`src/rtl/pudrt_pkg.sv`:
```
// Shared types, register codes and control bit positions of the up/down reload timer.
`timescale 1ns / 1ps
`default_nettype none

package pudrt_pkg;

    // Fixed widths of the bus fields.
    localparam int DATA_W = 16;
    localparam int KIND_W = 2;
    localparam int IDX_W  = 3;

    // Default counter width, handed to the top-level parameter.
    localparam int DEFAULT_COUNTER_WIDTH = 16;

    // Transaction kinds.
    localparam logic [KIND_W-1:0] KIND_TICK  = 2'd0;
    localparam logic [KIND_W-1:0] KIND_WRITE = 2'd1;
    localparam logic [KIND_W-1:0] KIND_READ  = 2'd2;

    // Register indexes.
    localparam logic [IDX_W-1:0] REG_CTRL   = 3'd0;
    localparam logic [IDX_W-1:0] REG_IRQ_EN = 3'd1;
    localparam logic [IDX_W-1:0] REG_STATUS = 3'd2;
    localparam logic [IDX_W-1:0] REG_EGR    = 3'd3;
    localparam logic [IDX_W-1:0] REG_CNT    = 3'd4;
    localparam logic [IDX_W-1:0] REG_PSC    = 3'd5;
    localparam logic [IDX_W-1:0] REG_ARR    = 3'd6;

    // Control register bit positions.
    localparam int CTL_EN   = 0;
    localparam int CTL_UDIS = 1;
    localparam int CTL_URS  = 2;
    localparam int CTL_OPM  = 3;
    localparam int CTL_DIR  = 4;
    localparam int CTL_ARPE = 7;

    // Bits of the control register that are implemented.
    localparam logic [7:0] CTL_DEFINED = 8'h9F;

    // One input transaction.
    typedef struct packed {
        logic [KIND_W-1:0] kind;
        logic [IDX_W-1:0]  reg_index;
        logic [DATA_W-1:0] write_data;
    } t_item;

    // One result transaction.
    typedef struct packed {
        logic [DATA_W-1:0] read_data;
        logic              update_event;
        logic              irq_line;
    } t_result;

endpackage

`default_nettype wire

```
`src/rtl/pudrt_in_if.sv`:
```
// Handshake channel that carries input transactions of the timer.
`timescale 1ns / 1ps
`default_nettype none

interface pudrt_in_if;
    logic                           valid;
    logic                           ready;
    logic [pudrt_pkg::KIND_W-1:0]   kind;
    logic [pudrt_pkg::IDX_W-1:0]    reg_index;
    logic [pudrt_pkg::DATA_W-1:0]   write_data;

    modport source (output valid, output kind, output reg_index, output write_data,
                    input ready);
    modport sink   (input valid, input kind, input reg_index, input write_data,
                    output ready);
endinterface

`default_nettype wire

```
`src/rtl/pudrt_out_if.sv`:
```
// Handshake channel that carries result transactions of the timer.
`timescale 1ns / 1ps
`default_nettype none

interface pudrt_out_if;
    logic                           valid;
    logic                           ready;
    logic [pudrt_pkg::DATA_W-1:0]   read_data;
    logic                           update_event;
    logic                           irq_line;

    modport source (output valid, output read_data, output update_event, output irq_line,
                    input ready);
    modport sink   (input valid, input read_data, input update_event, input irq_line,
                    output ready);
endinterface

`default_nettype wire

```
`src/rtl/pudrt_core.sv`:
```
// Timer register file and single-step state update for one transaction.
`timescale 1ns / 1ps
`default_nettype none

module pudrt_core #(
    parameter int COUNTER_WIDTH = pudrt_pkg::DEFAULT_COUNTER_WIDTH
) (
    input  wire logic             i_clk,
    input  wire logic             i_rst_n,
    input  wire logic             i_step,
    input  wire pudrt_pkg::t_item i_item,
    output pudrt_pkg::t_result    o_result
);

    localparam int W = COUNTER_WIDTH;

    // Architectural state.
    logic [7:0]                     r_ctrl,     n_ctrl;
    logic                           r_irq_en,   n_irq_en;
    logic                           r_flag,     n_flag;
    logic [W-1:0]                   r_cnt,      n_cnt;
    logic [pudrt_pkg::DATA_W-1:0]   r_psc_pre,  n_psc_pre;
    logic [pudrt_pkg::DATA_W-1:0]   r_psc_act,  n_psc_act;
    logic [pudrt_pkg::DATA_W-1:0]   r_psc_cnt,  n_psc_cnt;
    logic [W-1:0]                   r_arr_pre,  n_arr_pre;
    logic [W-1:0]                   r_arr_act,  n_arr_act;

    logic                           fire_req;
    logic                           fire_set;
    logic                           cnt_reload;
    logic                           ev;
    logic [pudrt_pkg::DATA_W-1:0]   rd;
    logic [W-1:0]                   data_w;

    assign data_w = W'(i_item.write_data);

    // Next-state logic for one transaction.
    always_comb begin
        n_ctrl     = r_ctrl;
        n_irq_en   = r_irq_en;
        n_flag     = r_flag;
        n_cnt      = r_cnt;
        n_psc_pre  = r_psc_pre;
        n_psc_act  = r_psc_act;
        n_psc_cnt  = r_psc_cnt;
        n_arr_pre  = r_arr_pre;
        n_arr_act  = r_arr_act;
        fire_req   = 1'b0;
        fire_set   = 1'b0;
        cnt_reload = 1'b0;
        ev         = 1'b0;
        rd         = '0;

        case (i_item.kind)
            pudrt_pkg::KIND_TICK: begin
                if (r_ctrl[pudrt_pkg::CTL_EN]) begin
                    if (r_psc_cnt >= r_psc_act) begin
                        n_psc_cnt = '0;
                        // A zero reload value holds the counter.
                        if (r_arr_act != '0) begin
                            if (r_ctrl[pudrt_pkg::CTL_DIR]) begin
                                if (r_cnt == '0) begin
                                    fire_req   = 1'b1;
                                    fire_set   = 1'b1;
                                    cnt_reload = 1'b1;
                                end else begin
                                    n_cnt = r_cnt - W'(1);
                                end
                            end else begin
                                if (r_cnt == r_arr_act) begin
                                    n_cnt    = '0;
                                    fire_req = 1'b1;
                                    fire_set = 1'b1;
                                end else begin
                                    n_cnt = r_cnt + W'(1);
                                end
                            end
                        end
                    end else begin
                        n_psc_cnt = r_psc_cnt + 16'd1;
                    end
                end
            end
            pudrt_pkg::KIND_WRITE: begin
                case (i_item.reg_index)
                    pudrt_pkg::REG_CTRL: begin
                        n_ctrl = i_item.write_data[7:0] & pudrt_pkg::CTL_DEFINED;
                    end
                    pudrt_pkg::REG_IRQ_EN: begin
                        n_irq_en = i_item.write_data[0];
                    end
                    pudrt_pkg::REG_STATUS: begin
                        n_flag = r_flag & i_item.write_data[0];
                    end
                    pudrt_pkg::REG_EGR: begin
                        if (i_item.write_data[0]) begin
                            fire_req  = 1'b1;
                            fire_set  = !r_ctrl[pudrt_pkg::CTL_URS];
                            n_psc_cnt = '0;
                            if (r_ctrl[pudrt_pkg::CTL_DIR]) begin
                                cnt_reload = 1'b1;
                            end else begin
                                n_cnt = '0;
                            end
                        end
                    end
                    pudrt_pkg::REG_CNT: begin
                        n_cnt = data_w;
                    end
                    pudrt_pkg::REG_PSC: begin
                        n_psc_pre = i_item.write_data;
                    end
                    pudrt_pkg::REG_ARR: begin
                        n_arr_pre = data_w;
                        if (!r_ctrl[pudrt_pkg::CTL_ARPE]) begin
                            n_arr_act = data_w;
                        end
                    end
                    default: begin
                    end
                endcase
            end
            pudrt_pkg::KIND_READ: begin
                case (i_item.reg_index)
                    pudrt_pkg::REG_CTRL:   rd = {8'd0, r_ctrl};
                    pudrt_pkg::REG_IRQ_EN: rd = {15'd0, r_irq_en};
                    pudrt_pkg::REG_STATUS: rd = {15'd0, r_flag};
                    pudrt_pkg::REG_CNT:    rd = pudrt_pkg::DATA_W'(r_cnt);
                    pudrt_pkg::REG_PSC:    rd = r_psc_pre;
                    pudrt_pkg::REG_ARR:    rd = pudrt_pkg::DATA_W'(r_arr_pre);
                    default:               rd = '0;
                endcase
            end
            default: begin
            end
        endcase

        // Update event if !UDIS: copy preloads, set flag on fire_set, stop in OPM.
        if (fire_req && !r_ctrl[pudrt_pkg::CTL_UDIS]) begin
            n_psc_act = r_psc_pre;
            n_arr_act = r_arr_pre;
            if (fire_set) begin
                n_flag = 1'b1;
            end
            if (r_ctrl[pudrt_pkg::CTL_OPM]) begin
                n_ctrl[pudrt_pkg::CTL_EN] = 1'b0;
            end
            ev = 1'b1;
        end

        // Counting down restarts from the reload value after any copy.
        if (cnt_reload) begin
            n_cnt = n_arr_act;
        end
    end

    // Result of this transaction, seen after the state update.
    always_comb begin
        o_result.read_data    = rd;
        o_result.update_event = ev;
        o_result.irq_line     = n_flag & n_irq_en;
    end

    // State registers, updated once per processed transaction.
    always_ff @(posedge i_clk) begin
        if (!i_rst_n) begin
            r_ctrl    <= '0;
            r_irq_en  <= 1'b0;
            r_flag    <= 1'b0;
            r_cnt     <= '0;
            r_psc_pre <= '0;
            r_psc_act <= '0;
            r_psc_cnt <= '0;
            r_arr_pre <= '1;
            r_arr_act <= '1;
        end else if (i_step) begin
            r_ctrl    <= n_ctrl;
            r_irq_en  <= n_irq_en;
            r_flag    <= n_flag;
            r_cnt     <= n_cnt;
            r_psc_pre <= n_psc_pre;
            r_psc_act <= n_psc_act;
            r_psc_cnt <= n_psc_cnt;
            r_arr_pre <= n_arr_pre;
            r_arr_act <= n_arr_act;
        end
    end

endmodule

`default_nettype wire

```
`src/rtl/prescaled_updown_reload_timer.sv`:
```
// A transaction is captured in the input register and its result in the result register,
// since the input register feeds the result register through the step logic.
// Throughput: one transaction per cycle while the output is not stalled; the input register
// and the result register each hold one transaction, and the state steps once per transaction.
// Reset (synchronous, active low) clears the valid bits of both pipeline registers, the
// control, flag, counter and prescaler state, and sets both reload registers to all ones.
`timescale 1ns / 1ps
`default_nettype none

module prescaled_updown_reload_timer #(
    parameter int COUNTER_WIDTH = pudrt_pkg::DEFAULT_COUNTER_WIDTH
) (
    input  wire logic   i_clk,
    input  wire logic   i_rst_n,
    pudrt_in_if.sink    i_in_ch,
    pudrt_out_if.source o_out_ch
);

    logic                r_in_valid;
    pudrt_pkg::t_item    r_in_item;
    logic                r_out_valid;
    pudrt_pkg::t_result  r_out_res;
    pudrt_pkg::t_result  core_res;
    logic                advance;

    // The held transaction moves on when the result register is free or drains.
    assign advance        = r_in_valid && (!r_out_valid || o_out_ch.ready);
    assign i_in_ch.ready  = !r_in_valid || advance;

    // Input register.
    always_ff @(posedge i_clk) begin
        if (!i_rst_n) begin
            r_in_valid <= 1'b0;
        end else if (i_in_ch.ready) begin
            r_in_valid <= i_in_ch.valid;
        end
    end

    always_ff @(posedge i_clk) begin
        if (i_in_ch.valid && i_in_ch.ready) begin
            r_in_item.kind       <= i_in_ch.kind;
            r_in_item.reg_index  <= i_in_ch.reg_index;
            r_in_item.write_data <= i_in_ch.write_data;
        end
    end

    // Timer state and step logic.
    pudrt_core #(
        .COUNTER_WIDTH (COUNTER_WIDTH)
    ) u_core (
        .i_clk    (i_clk),
        .i_rst_n  (i_rst_n),
        .i_step   (advance),
        .i_item   (r_in_item),
        .o_result (core_res)
    );

    // Result register.
    always_ff @(posedge i_clk) begin
        if (!i_rst_n) begin
            r_out_valid <= 1'b0;
        end else if (advance) begin
            r_out_valid <= 1'b1;
        end else if (o_out_ch.ready) begin
            r_out_valid <= 1'b0;
        end
    end

    always_ff @(posedge i_clk) begin
        if (advance) begin
            r_out_res <= core_res;
        end
    end

    assign o_out_ch.valid        = r_out_valid;
    assign o_out_ch.read_data    = r_out_res.read_data;
    assign o_out_ch.update_event = r_out_res.update_event;
    assign o_out_ch.irq_line     = r_out_res.irq_line;

    // A held transaction that cannot move keeps its contents.
    assert property (@(posedge i_clk) disable iff (!i_rst_n)
        r_in_valid && !advance |=> r_in_valid && $stable(r_in_item))
        else $error("held input transaction changed while stalled");

    // Every processed transaction lands in the result register.
    assert property (@(posedge i_clk) disable iff (!i_rst_n)
        advance |=> r_out_valid)
        else $error("processed transaction did not reach the result register");

    // Only reads return data.
    assert property (@(posedge i_clk) disable iff (!i_rst_n)
        advance && (r_in_item.kind != pudrt_pkg::KIND_READ) |-> core_res.read_data == '0)
        else $error("read data returned for a transaction that is not a read");

    // Update events come only from ticks or from an event-generate write.
    assert property (@(posedge i_clk) disable iff (!i_rst_n)
        advance && core_res.update_event |->
            (r_in_item.kind == pudrt_pkg::KIND_TICK) ||
            ((r_in_item.kind == pudrt_pkg::KIND_WRITE) &&
             (r_in_item.reg_index == pudrt_pkg::REG_EGR)))
        else $error("update event from a transaction that cannot cause one");

endmodule

`default_nettype wire
```
`src/flat_wrapper.sv`:
```
// flat-port wrapper written by rule: the top's interface ports become plain ports
module prescaled_updown_reload_timer_flat 
#(
    parameter int COUNTER_WIDTH = pudrt_pkg::DEFAULT_COUNTER_WIDTH
)
  (i_clk, i_rst_n, i_in_ch_valid, i_in_ch_kind, i_in_ch_reg_index, i_in_ch_write_data, i_in_ch_ready, o_out_ch_valid, o_out_ch_read_data, o_out_ch_update_event, o_out_ch_irq_line, o_out_ch_ready);
  pudrt_in_if i_in_ch_i ();
  pudrt_out_if o_out_ch_i ();
  input  wire logic i_clk;
  input  wire logic i_rst_n;
  input wire logic [$bits(i_in_ch_i.valid)-1:0] i_in_ch_valid;
  input wire logic [$bits(i_in_ch_i.kind)-1:0] i_in_ch_kind;
  input wire logic [$bits(i_in_ch_i.reg_index)-1:0] i_in_ch_reg_index;
  input wire logic [$bits(i_in_ch_i.write_data)-1:0] i_in_ch_write_data;
  output wire logic [$bits(i_in_ch_i.ready)-1:0] i_in_ch_ready;
  output wire logic [$bits(o_out_ch_i.valid)-1:0] o_out_ch_valid;
  output wire logic [$bits(o_out_ch_i.read_data)-1:0] o_out_ch_read_data;
  output wire logic [$bits(o_out_ch_i.update_event)-1:0] o_out_ch_update_event;
  output wire logic [$bits(o_out_ch_i.irq_line)-1:0] o_out_ch_irq_line;
  input wire logic [$bits(o_out_ch_i.ready)-1:0] o_out_ch_ready;
  assign i_in_ch_i.valid = i_in_ch_valid;
  assign i_in_ch_i.kind = i_in_ch_kind;
  assign i_in_ch_i.reg_index = i_in_ch_reg_index;
  assign i_in_ch_i.write_data = i_in_ch_write_data;
  assign i_in_ch_ready = i_in_ch_i.ready;
  assign o_out_ch_valid = o_out_ch_i.valid;
  assign o_out_ch_read_data = o_out_ch_i.read_data;
  assign o_out_ch_update_event = o_out_ch_i.update_event;
  assign o_out_ch_irq_line = o_out_ch_i.irq_line;
  assign o_out_ch_i.ready = o_out_ch_ready;
  prescaled_updown_reload_timer #(.COUNTER_WIDTH(COUNTER_WIDTH)) u_core (.i_clk(i_clk), .i_rst_n(i_rst_n), .i_in_ch(i_in_ch_i), .o_out_ch(o_out_ch_i));
endmodule
```
`config.mk`:
```
export PLATFORM = sky130hd
export DESIGN_NAME = prescaled_updown_reload_timer_flat
export DESIGN_NICKNAME = d
export VERILOG_FILES = /design/src/rtl/pudrt_pkg.sv /design/src/rtl/pudrt_in_if.sv /design/src/rtl/pudrt_out_if.sv /design/src/rtl/pudrt_core.sv /design/src/rtl/prescaled_updown_reload_timer.sv /design/src/flat_wrapper.sv
export SDC_FILE = /design/constraint.sdc
export NUM_CORES = 1
export LEC_CHECK = 0
export ABC_AREA = 0
export BUFFER_PORTS_ARGS = -buffer_cell sky130_fd_sc_hd__buf_2
export CAP_MARGIN = 0
export CORE_AREA = 4 4 155 157
export CTS_CLUSTER_DIAMETER = 100
export DETAILED_ROUTE_END_ITERATION = 8
export DIE_AREA = 0 0 159 161
export PLACE_DENSITY = 0.59
export SYNTH_ARGS = -nofsm -noshare
export SYNTH_HDL_FRONTEND = slang
export SYNTH_HIERARCHICAL = 1
export SYNTH_SLANG_ARGS = --single-unit
```
`constraint.sdc`:
```
create_clock -name i_clk -period 3.4 [get_ports i_clk]
set_clock_uncertainty 0.1 [all_clocks]
set_input_delay 0.68 -clock i_clk [delete_from_list [all_inputs] [get_ports i_clk]]
set_output_delay 0.68 -clock i_clk [all_outputs]
set_load 0.01 [all_outputs]
```
# Yosys cells after proc, flatten, opt, wreduce, memory -nomap -nowiden
# Cells that the tools add are included.
[word_totals] reg_bits=145 inputBits=25 wordCells=119
[classes] add_sub_neg=3 order_cmp=1 n_eq_ne=19 muxes=54 bitwise=2 n_reduce_logical=22
[op_table] cell="16-bit two-way mux" count=17
[op_table] cell="16-bit case mux with 2 select lines" count=3
[op_table] cell="16-bit case mux with 6 select lines" count=1
[op_table] cell="16-bit by 1-bit adder with 16-bit output (second input constant)" count=2
[op_table] cell="1-bit two-way mux" count=30
[op_table] cell="16-bit == test" count=1
[op_table] cell="16-bit greater-or-equal comparator" count=1
[op_table] cell="16-bit logical NOT" count=1
[op_table] cell="16-bit nonzero test" count=1
[op_table] cell="16-bit by 1-bit subtractor with 16-bit output (second input constant)" count=1
[op_table] cell="3-bit == test (second input constant)" count=3
[op_table] cell="3-bit != test (second input constant)" count=3
[op_table] cell="3-bit AND reduction" count=3
[op_table] cell="9-bit AND reduction" count=1
[op_table] cell="4-bit by 3-bit != test with 1-bit output (second input constant)" count=2
[op_table] cell="4-bit != test (second input constant)" count=2
[op_table] cell="3-bit by 2-bit == test with 1-bit output (second input constant)" count=2
[op_table] cell="1-bit case mux with 2 select lines" count=3
[op_table] cell="5-bit AND reduction" count=1
[op_table] cell="1-bit logical NOT" count=4
[op_table] cell="2-bit by 1-bit != test with 1-bit output (second input constant)" count=2
[op_table] cell="2-bit nonzero test" count=2
[op_table] cell="3-bit by 1-bit == test with 1-bit output (second input constant)" count=1
[op_table] cell="1-bit logical AND" count=3
[op_table] cell="other kinds (9)" count=11

# Logic depth before layout (Yosys ltp)
# Gate-level depths: netlist of run 1.
[depth] word_depth=10 mapped_depth=13 mapped_depth_nobuf=10

# Cells and area by module
# Netlist of run 1, hierarchy kept.
[by_module_without_submodules] module="pudrt_core" n_inst=1 cells_each=859 area_each_um2=6538.8
[by_module_without_submodules] module="prescaled_updown_reload_timer" n_inst=1 cells_each=48 area_each_um2=1275.0

# Least setup slack after synthesis of run 1
# Ideal clock, no wire load.
[synth_timing] path_kind="input to register" from="in o_out_ch_ready" to="reg u_core/u_core/r_psc_cnt[13] in the netlist's numbering" setup_time_ns=0.128 arrival_time_ns=3.210 slack_ns=-0.037 cell_stages=9 cell_sequence="nor2b_4 nor2b_1 nand2b_1 nor2_1 nand4_1 nor3_1 nand3_1 xor2_1 nor2_1"
[synth_via] elab_chain_cells=3
[synth_rtl] item="start: declaration" line="flat_wrapper.sv:20" rtl="input wire logic [$bits(o_out_ch_i.ready)-1:0] o_out_ch_ready;"
[synth_rtl] item="1-bit logical OR" line="prescaled_updown_reload_timer.sv:27" rtl="assign advance = r_in_valid && (!r_out_valid || o_out_ch.ready);"
[synth_rtl] item="1-bit logical AND" line="prescaled_updown_reload_timer.sv:27"
[synth_rtl] item="via u_core.advance" line="prescaled_updown_reload_timer.sv:24" rtl="logic advance;"
[synth_rtl] item="5-bit AND reduction (no line)"
[synth_rtl] item="end signal: assignment" line="pudrt_core.sv:183" rtl="r_psc_cnt <= n_psc_cnt;"
[synth_rtl] item="end: declaration" line="pudrt_core.sv:24" rtl="logic [pudrt_pkg::DATA_W-1:0] r_psc_cnt, n_psc_cnt;"
# The timed path passes the listed nets, and every way through them passes these cells.
# A chain may end at the register's enable or synchronous reset.

# Final worst setup path of run 1
[layout_timing] from="reg u_core/u_core/r_psc_act[15] in the netlist's numbering" to="reg u_core.u_core.r_cnt[2]"
[layout_via] elab_chain_cells=7 elab_cells_between_ends=19 classes_between="1 x order compare; 7 x eq/ne; 8 x mux; 3 x reduce/logical"
[layout_rtl] item="start: declaration" line="pudrt_core.sv:23" rtl="logic [pudrt_pkg::DATA_W-1:0] r_psc_act, n_psc_act;"
[layout_rtl] item="start signal: assignment" line="pudrt_core.sv:182" rtl="r_psc_act <= n_psc_act;"
[layout_rtl] item="16-bit greater-or-equal comparator (*)" line="pudrt_core.sv:57" rtl="if (r_psc_cnt >= r_psc_act) begin"
[layout_rtl] item="branches (longest 6 deep; another with 9-bit AND reduction)"
[layout_rtl] item="end signal: assignment" line="pudrt_core.sv:180" rtl="r_cnt <= n_cnt;"
[layout_rtl] item="end: declaration" line="pudrt_core.sv:21" rtl="logic [W-1:0] r_cnt, n_cnt;"
# Every way passes the cells marked *.

==> summary.txt, run 1 <==
Outcome
  – Status: complete, no violations

Clocking
  – Clock-pin transition on the worst setup and hold timing paths: 60 ps
  – Clock Sinks: 145
  – H-tree depth: 4
  – Postcts setup bufs: 0
  – CTS tree: done
  – Clk_lat worst skew: 430 ps
  – Num CTS Buffers: 17
  – Clock tree root driver cell: clkbuf_16
  – Clock Tree Buf Depth: 2

Drt
  – WL/cell: 18.0 microns
  – DR iter-0 viols: 716
  – Antenna-violating nets left: 0
  – Vias: 6736
  – Final wirelength: 22.4 mm
  – Pre-Repair DR Iteration Count: 6
  – Remaining routing DRC violations: 0
  – Vias per inst: 5.42

Global route
  – Vias in the first global route: 6460
  – GRT met1 Usage: 23.3%
  – Pin count of the biggest net entering global routing: 51
  – Initial antenna violation count: 0
  – Met2 usage: 28.5%
  – Global routing's busiest layer: met2
  – GRT Util Overall: 17.3%
  – GRT overflow: 0
  – Global-route wire length before repair: 35.5 mm
  – GR Layer Usage met3: 3.55%

Placed design
  – Placed wire-length estimate: 15.7 mm
  – Gpl congestion: 0.918
  – IO Port Bufs: 44
  – Inst Count DP: 1211
  – Cell Area, Placed: 0.00843 sq mm

Synth
  – Area contributors post-synth: dfxtp_1 27%, edfxtp_1 15%, nand2_1 7.3%
  – Syn Area/Cell: 8.61 sq um
  – Syn Nets: 952
  – Cell with the most instances after synthesis: nand2_1
  – Cell accounting for the most synthesized area: dfxtp_1
  – Sequential share of the synthesized area: 42.1%
  – Synth top area share: 27.2%
  – FF+latch count, synth: 145
  – Primary FF master, synth: dfxtp_1
  – Synth Cell Area: 0.00781 sq mm
  – Async set-reset flop share out of synthesis: 0%
  – Ys Warns: 6
  – Synth top cells by count: 152 x nand2_1, 106 x dfxtp_1, 106 x nor2_1
  – Cells after synthesis: 907
  – Distinct cell type count after synthesis: 65
  – Post-synth EDFFs: 39

Worst hold path
  – HP Start: i_in_ch_write_data[0]
  – Worst Hold Depth: 1
  – Hold EP: u_core/r_in_item[0]$_DFFE_PP_
  – Hold Path Class: input port to register

Setup path
  – Worst Reg-to-Reg Cells: 11
  – Critical path peak fanout: 7
  – Crit path capture type: register
  – RR Startpoint: u_core/u_core/r_psc_act[15]$_SDFFE_PN0P_
  – Critical path launch point type: register
  – FF-to-FF setup slack: 140 ps
  – WS Path Type: register to register
  – Reg-to-reg endpoint: u_core/u_core/r_cnt[2]$_SDFFE_PN0P_
  – Worst Path Required: 3610 ps
  – WP data arrival: 3470 ps

Job
  – Maxcap violations: 0

Floorplan
  – Core Area: 0.0225 sq mm
  – I/O pins: 45
  – FP Rows: 55
  – Die Span Y: 161 microns
  – Die X: 159 microns
  – Die area: 0.0256 sq mm
  – Initial cell density of the core: 34.7%

Timing
  – Post-layout minimum cycle time: 3260 ps
  – FMAX: 0.307 GHz
  – Least-Margin Pin Slew: 980 ps
  – Final Hold Vio Count: 0
  – Setup Viol. Count Final: 0
  – Normalized max-slew margin: 34.7%
  – Slew Limit Fails: 0
  – Final Cycle Share: 95.9%
  – RSZ-0062 raised after global routing: no
  – Sum Neg Setup Slack: 0 ps

Finish
  – P&R area growth vs syn: 16.2%
  – Nets@finish: 990
  – Number of antenna repair diodes: 0
  – Share of cells above drive strength 1: 17.4%
  – Design Area, Final: 0.00908 sq mm
  – Fin util: 40.4%
  – Fin cells: 1243

Power and ir drop
  – Comb pwr share: 5.3%
  – VDD IR-drop max: 0.265 mV
  – Sequential Power Share: 44.8%
  – Switching Power: 930 uW
  – Leak: 0.00345 uW
  – Cell-internal power: 3180 uW
  – Switching Fraction: 22.6%
  – Clk pwr share: 50.0%
  – Power Density: 452 mW/mm^2
layout make-up:
class,count,area (sq um)
sequential,145,3290
clock buffer,18,429
clock inverter,14,213
inverter,30,113
timing repair buffer,82,505
fill,2235,13400
multi-input combinational,669,4170
tap,285,357
flip-flops by register name (all words and copies together), names as in the netlist, 6 cells and up:
| register | flops |
|---|---|
| u_core/o_out_ch.read_data | 16 |
| u_core/r_in_item | 21 |
| u_core/u_core/r_arr_act | 16 |
| u_core/u_core/r_arr_pre | 16 |
| u_core/u_core/r_cnt | 16 |
| u_core/u_core/r_ctrl | 6 |
| u_core/u_core/r_psc_act | 16 |
| u_core/u_core/r_psc_cnt | 16 |
| u_core/u_core/r_psc_pre | 16 |
power groups by stage:
stage / Combinational (uW) / Sequential (uW) / Clock (uW)
floorplan: 131 / 1860 / 0
global placement: 215 / 1870 / 0
detailed placement: 215 / 1870 / 0
CTS: 216 / 1840 / 2080
global route: 234 / 1840 / 2140
finish: 216 / 1840 / 2050
cells by family (layout without fill, tap and decap cells):
logic type	after synthesis	in the layout	synth area share, %
buffers and inverters	93	144	4.93
multiplexers	58	58	8.17
XOR/XNOR	54	54	6.05
AND/OR/NAND/NOR	368	368	21.3
AO/OA/AOI/OAI	169	169	14.2
adder cells (fa/ha/maj)	20	20	3.20
flip-flops	145	145	42.1
worst max-delay path, stage by stage, from the launching register on:
cell and delay [ps]:
dfxtp_1 330, inv_1 50, ha_1 300, nand4_1 140
or3_4 440, a2111oi_4 370, o41ai_2 150, a221o_1 430
buf_4 210, mux2_2 310, o2111ai_1 190, o21ai_0 120
cell usage in the layout (no fill, tap or decap), types with 5 or more instances in the layout:
| cell type | instances |
|---|---|
| a21oi_1 | 65 |
| a222oi_1 | 5 |
| a22oi_1 | 7 |
| a31oi_1 | 6 |
| and3_1 | 6 |
| buf_2 | 44 |
| buf_4 | 38 |
| bufinv_16 | 5 |
| clkbuf_16 | 17 |
| dfxtp_1 | 106 |
| edfxtp_1 | 39 |
| ha_1 | 20 |
| inv_1 | 28 |
| mux2_2 | 26 |
| mux2_4 | 5 |
| mux2i_1 | 27 |
| nand2_1 | 152 |
| nand2b_1 | 5 |
| nand3_1 | 31 |
| nand4_1 | 14 |
| nor2_1 | 106 |
| nor2b_1 | 6 |
| nor3_1 | 7 |
| nor4_1 | 13 |
| o2111ai_1 | 6 |
| o211ai_1 | 11 |
| o21ai_0 | 32 |
| or2_0 | 5 |
| or2_2 | 5 |
| xnor2_1 | 21 |
| xor2_1 | 33 |
per-stage QoR:
step                      hold WS, ps  power [uW]  worst slack (ps)
final                             317        4110               138
after global routing              308        4210              14.9
after CTS                         309        4130              78.2
after detailed placement          348        2090              95.1
after global placement            344        2090               170
after floorplan                   336        1990               365
timing repair:
item	CTS	global route
endpoints found under the setup margin	0	6
gates resized for setup	0	2
endpoints found under the hold margin	0	0
hold buffers	0	0
worst max-delay path by stage:
stage | from | endpoint | depth (start not counted)
floorplan | u_core/u_core/r_psc_cnt[0]$_SDFFE_PN0P_ | u_core/u_core/r_cnt[0]$_SDFFE_PN0P_ | 12
global placement | u_core/u_core/r_psc_cnt[0]$_SDFFE_PN0P_ | u_core/u_core/r_cnt[4]$_SDFFE_PN0P_ | 11
detailed placement | u_core/u_core/r_psc_cnt[0]$_SDFFE_PN0P_ | u_core/u_core/r_cnt[4]$_SDFFE_PN0P_ | 11
CTS | u_core/u_core/r_psc_cnt[0]$_SDFFE_PN0P_ | u_core/u_core/r_cnt[4]$_SDFFE_PN0P_ | 11
global route | u_core/u_core/r_psc_act[12]$_SDFFE_PN0P_ | u_core/u_core/r_cnt[11]$_SDFFE_PN0P_ | 11
finish | u_core/u_core/r_psc_act[15]$_SDFFE_PN0P_ | u_core/u_core/r_cnt[2]$_SDFFE_PN0P_ | 11
per-layer routing:
metal,vias up,share of wire (%)
met4,0,1.6
met3,29,5.5
met1,3226,46
met5,-,0
met2,236,47
li1,3245,-
No activity file was read; power rests on OpenSTA's default activity.
==> inputs of run 2 (changes only) <==
CORE_AREA = 5 5 156 158   (was 4 4 155 157)
CTS_BUF_LIST = sky130_fd_sc_hd__clkbuf_8   (was not set)
DIE_AREA = 0 0 161 163   (was 0 0 159 161)
==> summary.txt, run 2 (synthesis results as in run 1) <==
Outcome
  – Status: complete, no violations

Floorplan
  – Die area: 0.0262 sq mm
  – FP Rows: 56
  – Die X: 161 microns
  – I/O pins: 45
  – Core Area: 0.0230 sq mm
  – Die Span Y: 163 microns
  – Initial cell density of the core: 34.0%

Clocking
  – Num CTS Buffers: 17
  – Clock-pin transition on the worst setup and hold timing paths: 90 ps
  – CTS Hold Buffers Added: 0
  – Clock Sinks: 145
  – Clock tree root driver cell: clkbuf_8
  – Clock Tree Buf Depth: 2
  – CTS tree: done
  – H-tree depth: 4
  – Clk_lat worst skew: 450 ps

Global route
  – GRT overflow: 0
  – Pin count of the biggest net entering global routing: 51
  – Global-route wire length before repair: 34.9 mm
  – GRT Util Overall: 16.7%
  – Initial antenna violation count: 0
  – Vias in the first global route: 6402

Finish
  – Area of the multi-input gates: 0.00418 sq mm
  – Most frequent cells in the layout: 152 x nand2_1, 106 x dfxtp_1, 106 x nor2_1
  – Number of antenna repair diodes: 0
  – Share of cells above drive strength 1: 17.2%
  – Number of flip-flops under the largest register name: 21
  – Nets@finish: 988
  – Fin util: 38.6%
  – P&R area growth vs syn: 13.6%
  – Register area: 0.00329 sq mm
  – Fillers: 2335
  – Commonest non-fill, non-tap cell in the layout: nand2_1
  – Largest reg by FF count: u_core/r_in_item

Drt
  – Final wirelength: 21.8 mm
  – DR iter-0 viols: 543
  – Antenna-violating nets left: 0
  – WL/cell: 17.5 microns
  – Pre-Repair DR Iteration Count: 5
  – Remaining routing DRC violations: 0
  – Vias per inst: 5.29
  – Vias: 6591

Job
  – Maxcap violations: 0

Setup path
  – WS Path Type: register to register
  – Cell chain of the critical path: inv_1 -> ha_1 -> nand2b_1 -> a2111oi_2 -> a2111oi_4 -> o41ai_4 -> a221o_1 -> buf_12 -> mux2_2 -> o221ai_1 -> a21oi_1
  – Slowest-stage cell, CP: a2111oi_2
  – Critical path launch point type: register
  – Critical path peak fanout: 14
  – WP data arrival: 3410 ps
  – CP max stage delay: 470 ps
  – Worst Path Required: 3600 ps
  – Crit path capture type: register

Timing
  – Sum Neg Setup Slack: 0 ps
  – Least-Margin Pin Slew: 969 ps
  – Final Cycle Share: 94.5%
  – Slew Limit Fails: 0
  – Post-layout minimum cycle time: 3210 ps
  – Final Hold Vio Count: 0
  – Hold_ws: 295 ps
  – RSZ-0062 raised after global routing: no
  – FMAX: 0.311 GHz
  – Setup Viol. Count Final: 0
  – Normalized max-slew margin: 35.3%

Worst hold path
  – Hold Path Class: input port to register

Power and ir drop
  – Sequential Power Share: 52.7%
  – VDD IR-drop max: 0.241 mV
  – Leak: 0.00334 uW
  – Cell-internal power: 2600 uW
  – Power Density: 392 mW/mm^2
  – Final Power: 3480 uW
  – Switching Fraction: 25.5%
  – Switching Power: 886 uW
  – Comb pwr share: 6.2%
  – Clk pwr share: 41.1%

Placed design
  – Placed wire-length estimate: 15.6 mm
  – Gpl congestion: 0.886
  – IO Port Bufs: 44
[run 2: cell types whose count changed in the layout (fill, tap and decap cells not counted), moves of 2 or more]
cell	before	now
buf_12	0	2
buf_4	38	33
clkbuf_8	0	17
bufinv_16	5	3
clkbuf_16	17	0
[run 2: path summary, 6_finish.rpt]
kind / startpoint / end / slack [ps] / cells after the start
worst max-delay path: u_core/u_core/r_psc_cnt[0]$_SDFFE_PN0P_ / u_core/u_core/r_cnt[14]$_SDFFE_PN0P_ / 190 / 11
worst min register to register: u_core/u_core/r_psc_act[8]$_SDFFE_PN0P_ / u_core/u_core/r_psc_act[8]$_SDFFE_PN0P_ / 350 / 2
worst min-delay path: i_in_ch_reg_index[0] / u_core/r_in_item[16]$_DFFE_PP_ / 290 / 1
worst max register to register: u_core/u_core/r_psc_cnt[0]$_SDFFE_PN0P_ / u_core/u_core/r_cnt[14]$_SDFFE_PN0P_ / 190 / 11
[run 2: repair_timing]
item	in CTS	in global routing
resized for setup	0	4
setup endpoints to repair	0	25
setup buffers	0	2
[run 2: per-stage QoR]
step	instance area [sq um]	setup WS, ps	cells
after floorplan	7820	365	907
after global placement	8420	145	1212
after detailed placement	8420	114	1212
after CTS	8820	93.6	1244
after global routing	8870	27.0	1246
final	8870	186	1246
[run 2: power groups by stage]
| stage | clock network [uW] | logic (uW) | registers, uW |
|---|---|---|---|
| 6_report | 1430 | 215 | 1830 |
| 5_1_grt | 1540 | 233 | 1840 |
| 3_3_place_gp | 0 | 212 | 1870 |
| 4_1_cts | 1460 | 214 | 1830 |
| 3_5_place_dp | 0 | 213 | 1870 |
| 2_1_floorplan | 0 | 131 | 1860 |
[run 2: routing by layer]
| layer | GRT usage (%) | wire length (microns) | vias to the layer above |
|---|---|---|---|
| li1 | - | - | 3232 |
| met1 | 22.4 | 10100 | 3148 |
| met2 | 27.5 | 10200 | 182 |
| met3 | 3.21 | 1050 | 29 |
| met4 | 5.27 | 449 | 0 |
| met5 | 0 | 0 | - |
[run 2: cell type report]
class	instances	share of cell area [%]
Timing Repair Buffer	80	5.85
Multi-Input combinational cell	669	47.2
Tap cell	290	4.09
Inverter	30	1.27
Sequential cell	145	37.1
Clock buffer	17	2.64
Clock inverter	15	1.89
[run 2: worst max-delay path, delay by kind of cell (launching register included)]
kind | cells | cell delay, ps
muxes | 1 | 360
DFF | 1 | 400
adders and majority gates | 1 | 260
and+or+nand+nor | 1 | 150
buffers and inverters | 2 | 240
AOI/OAI and AO/OA | 6 | 1560
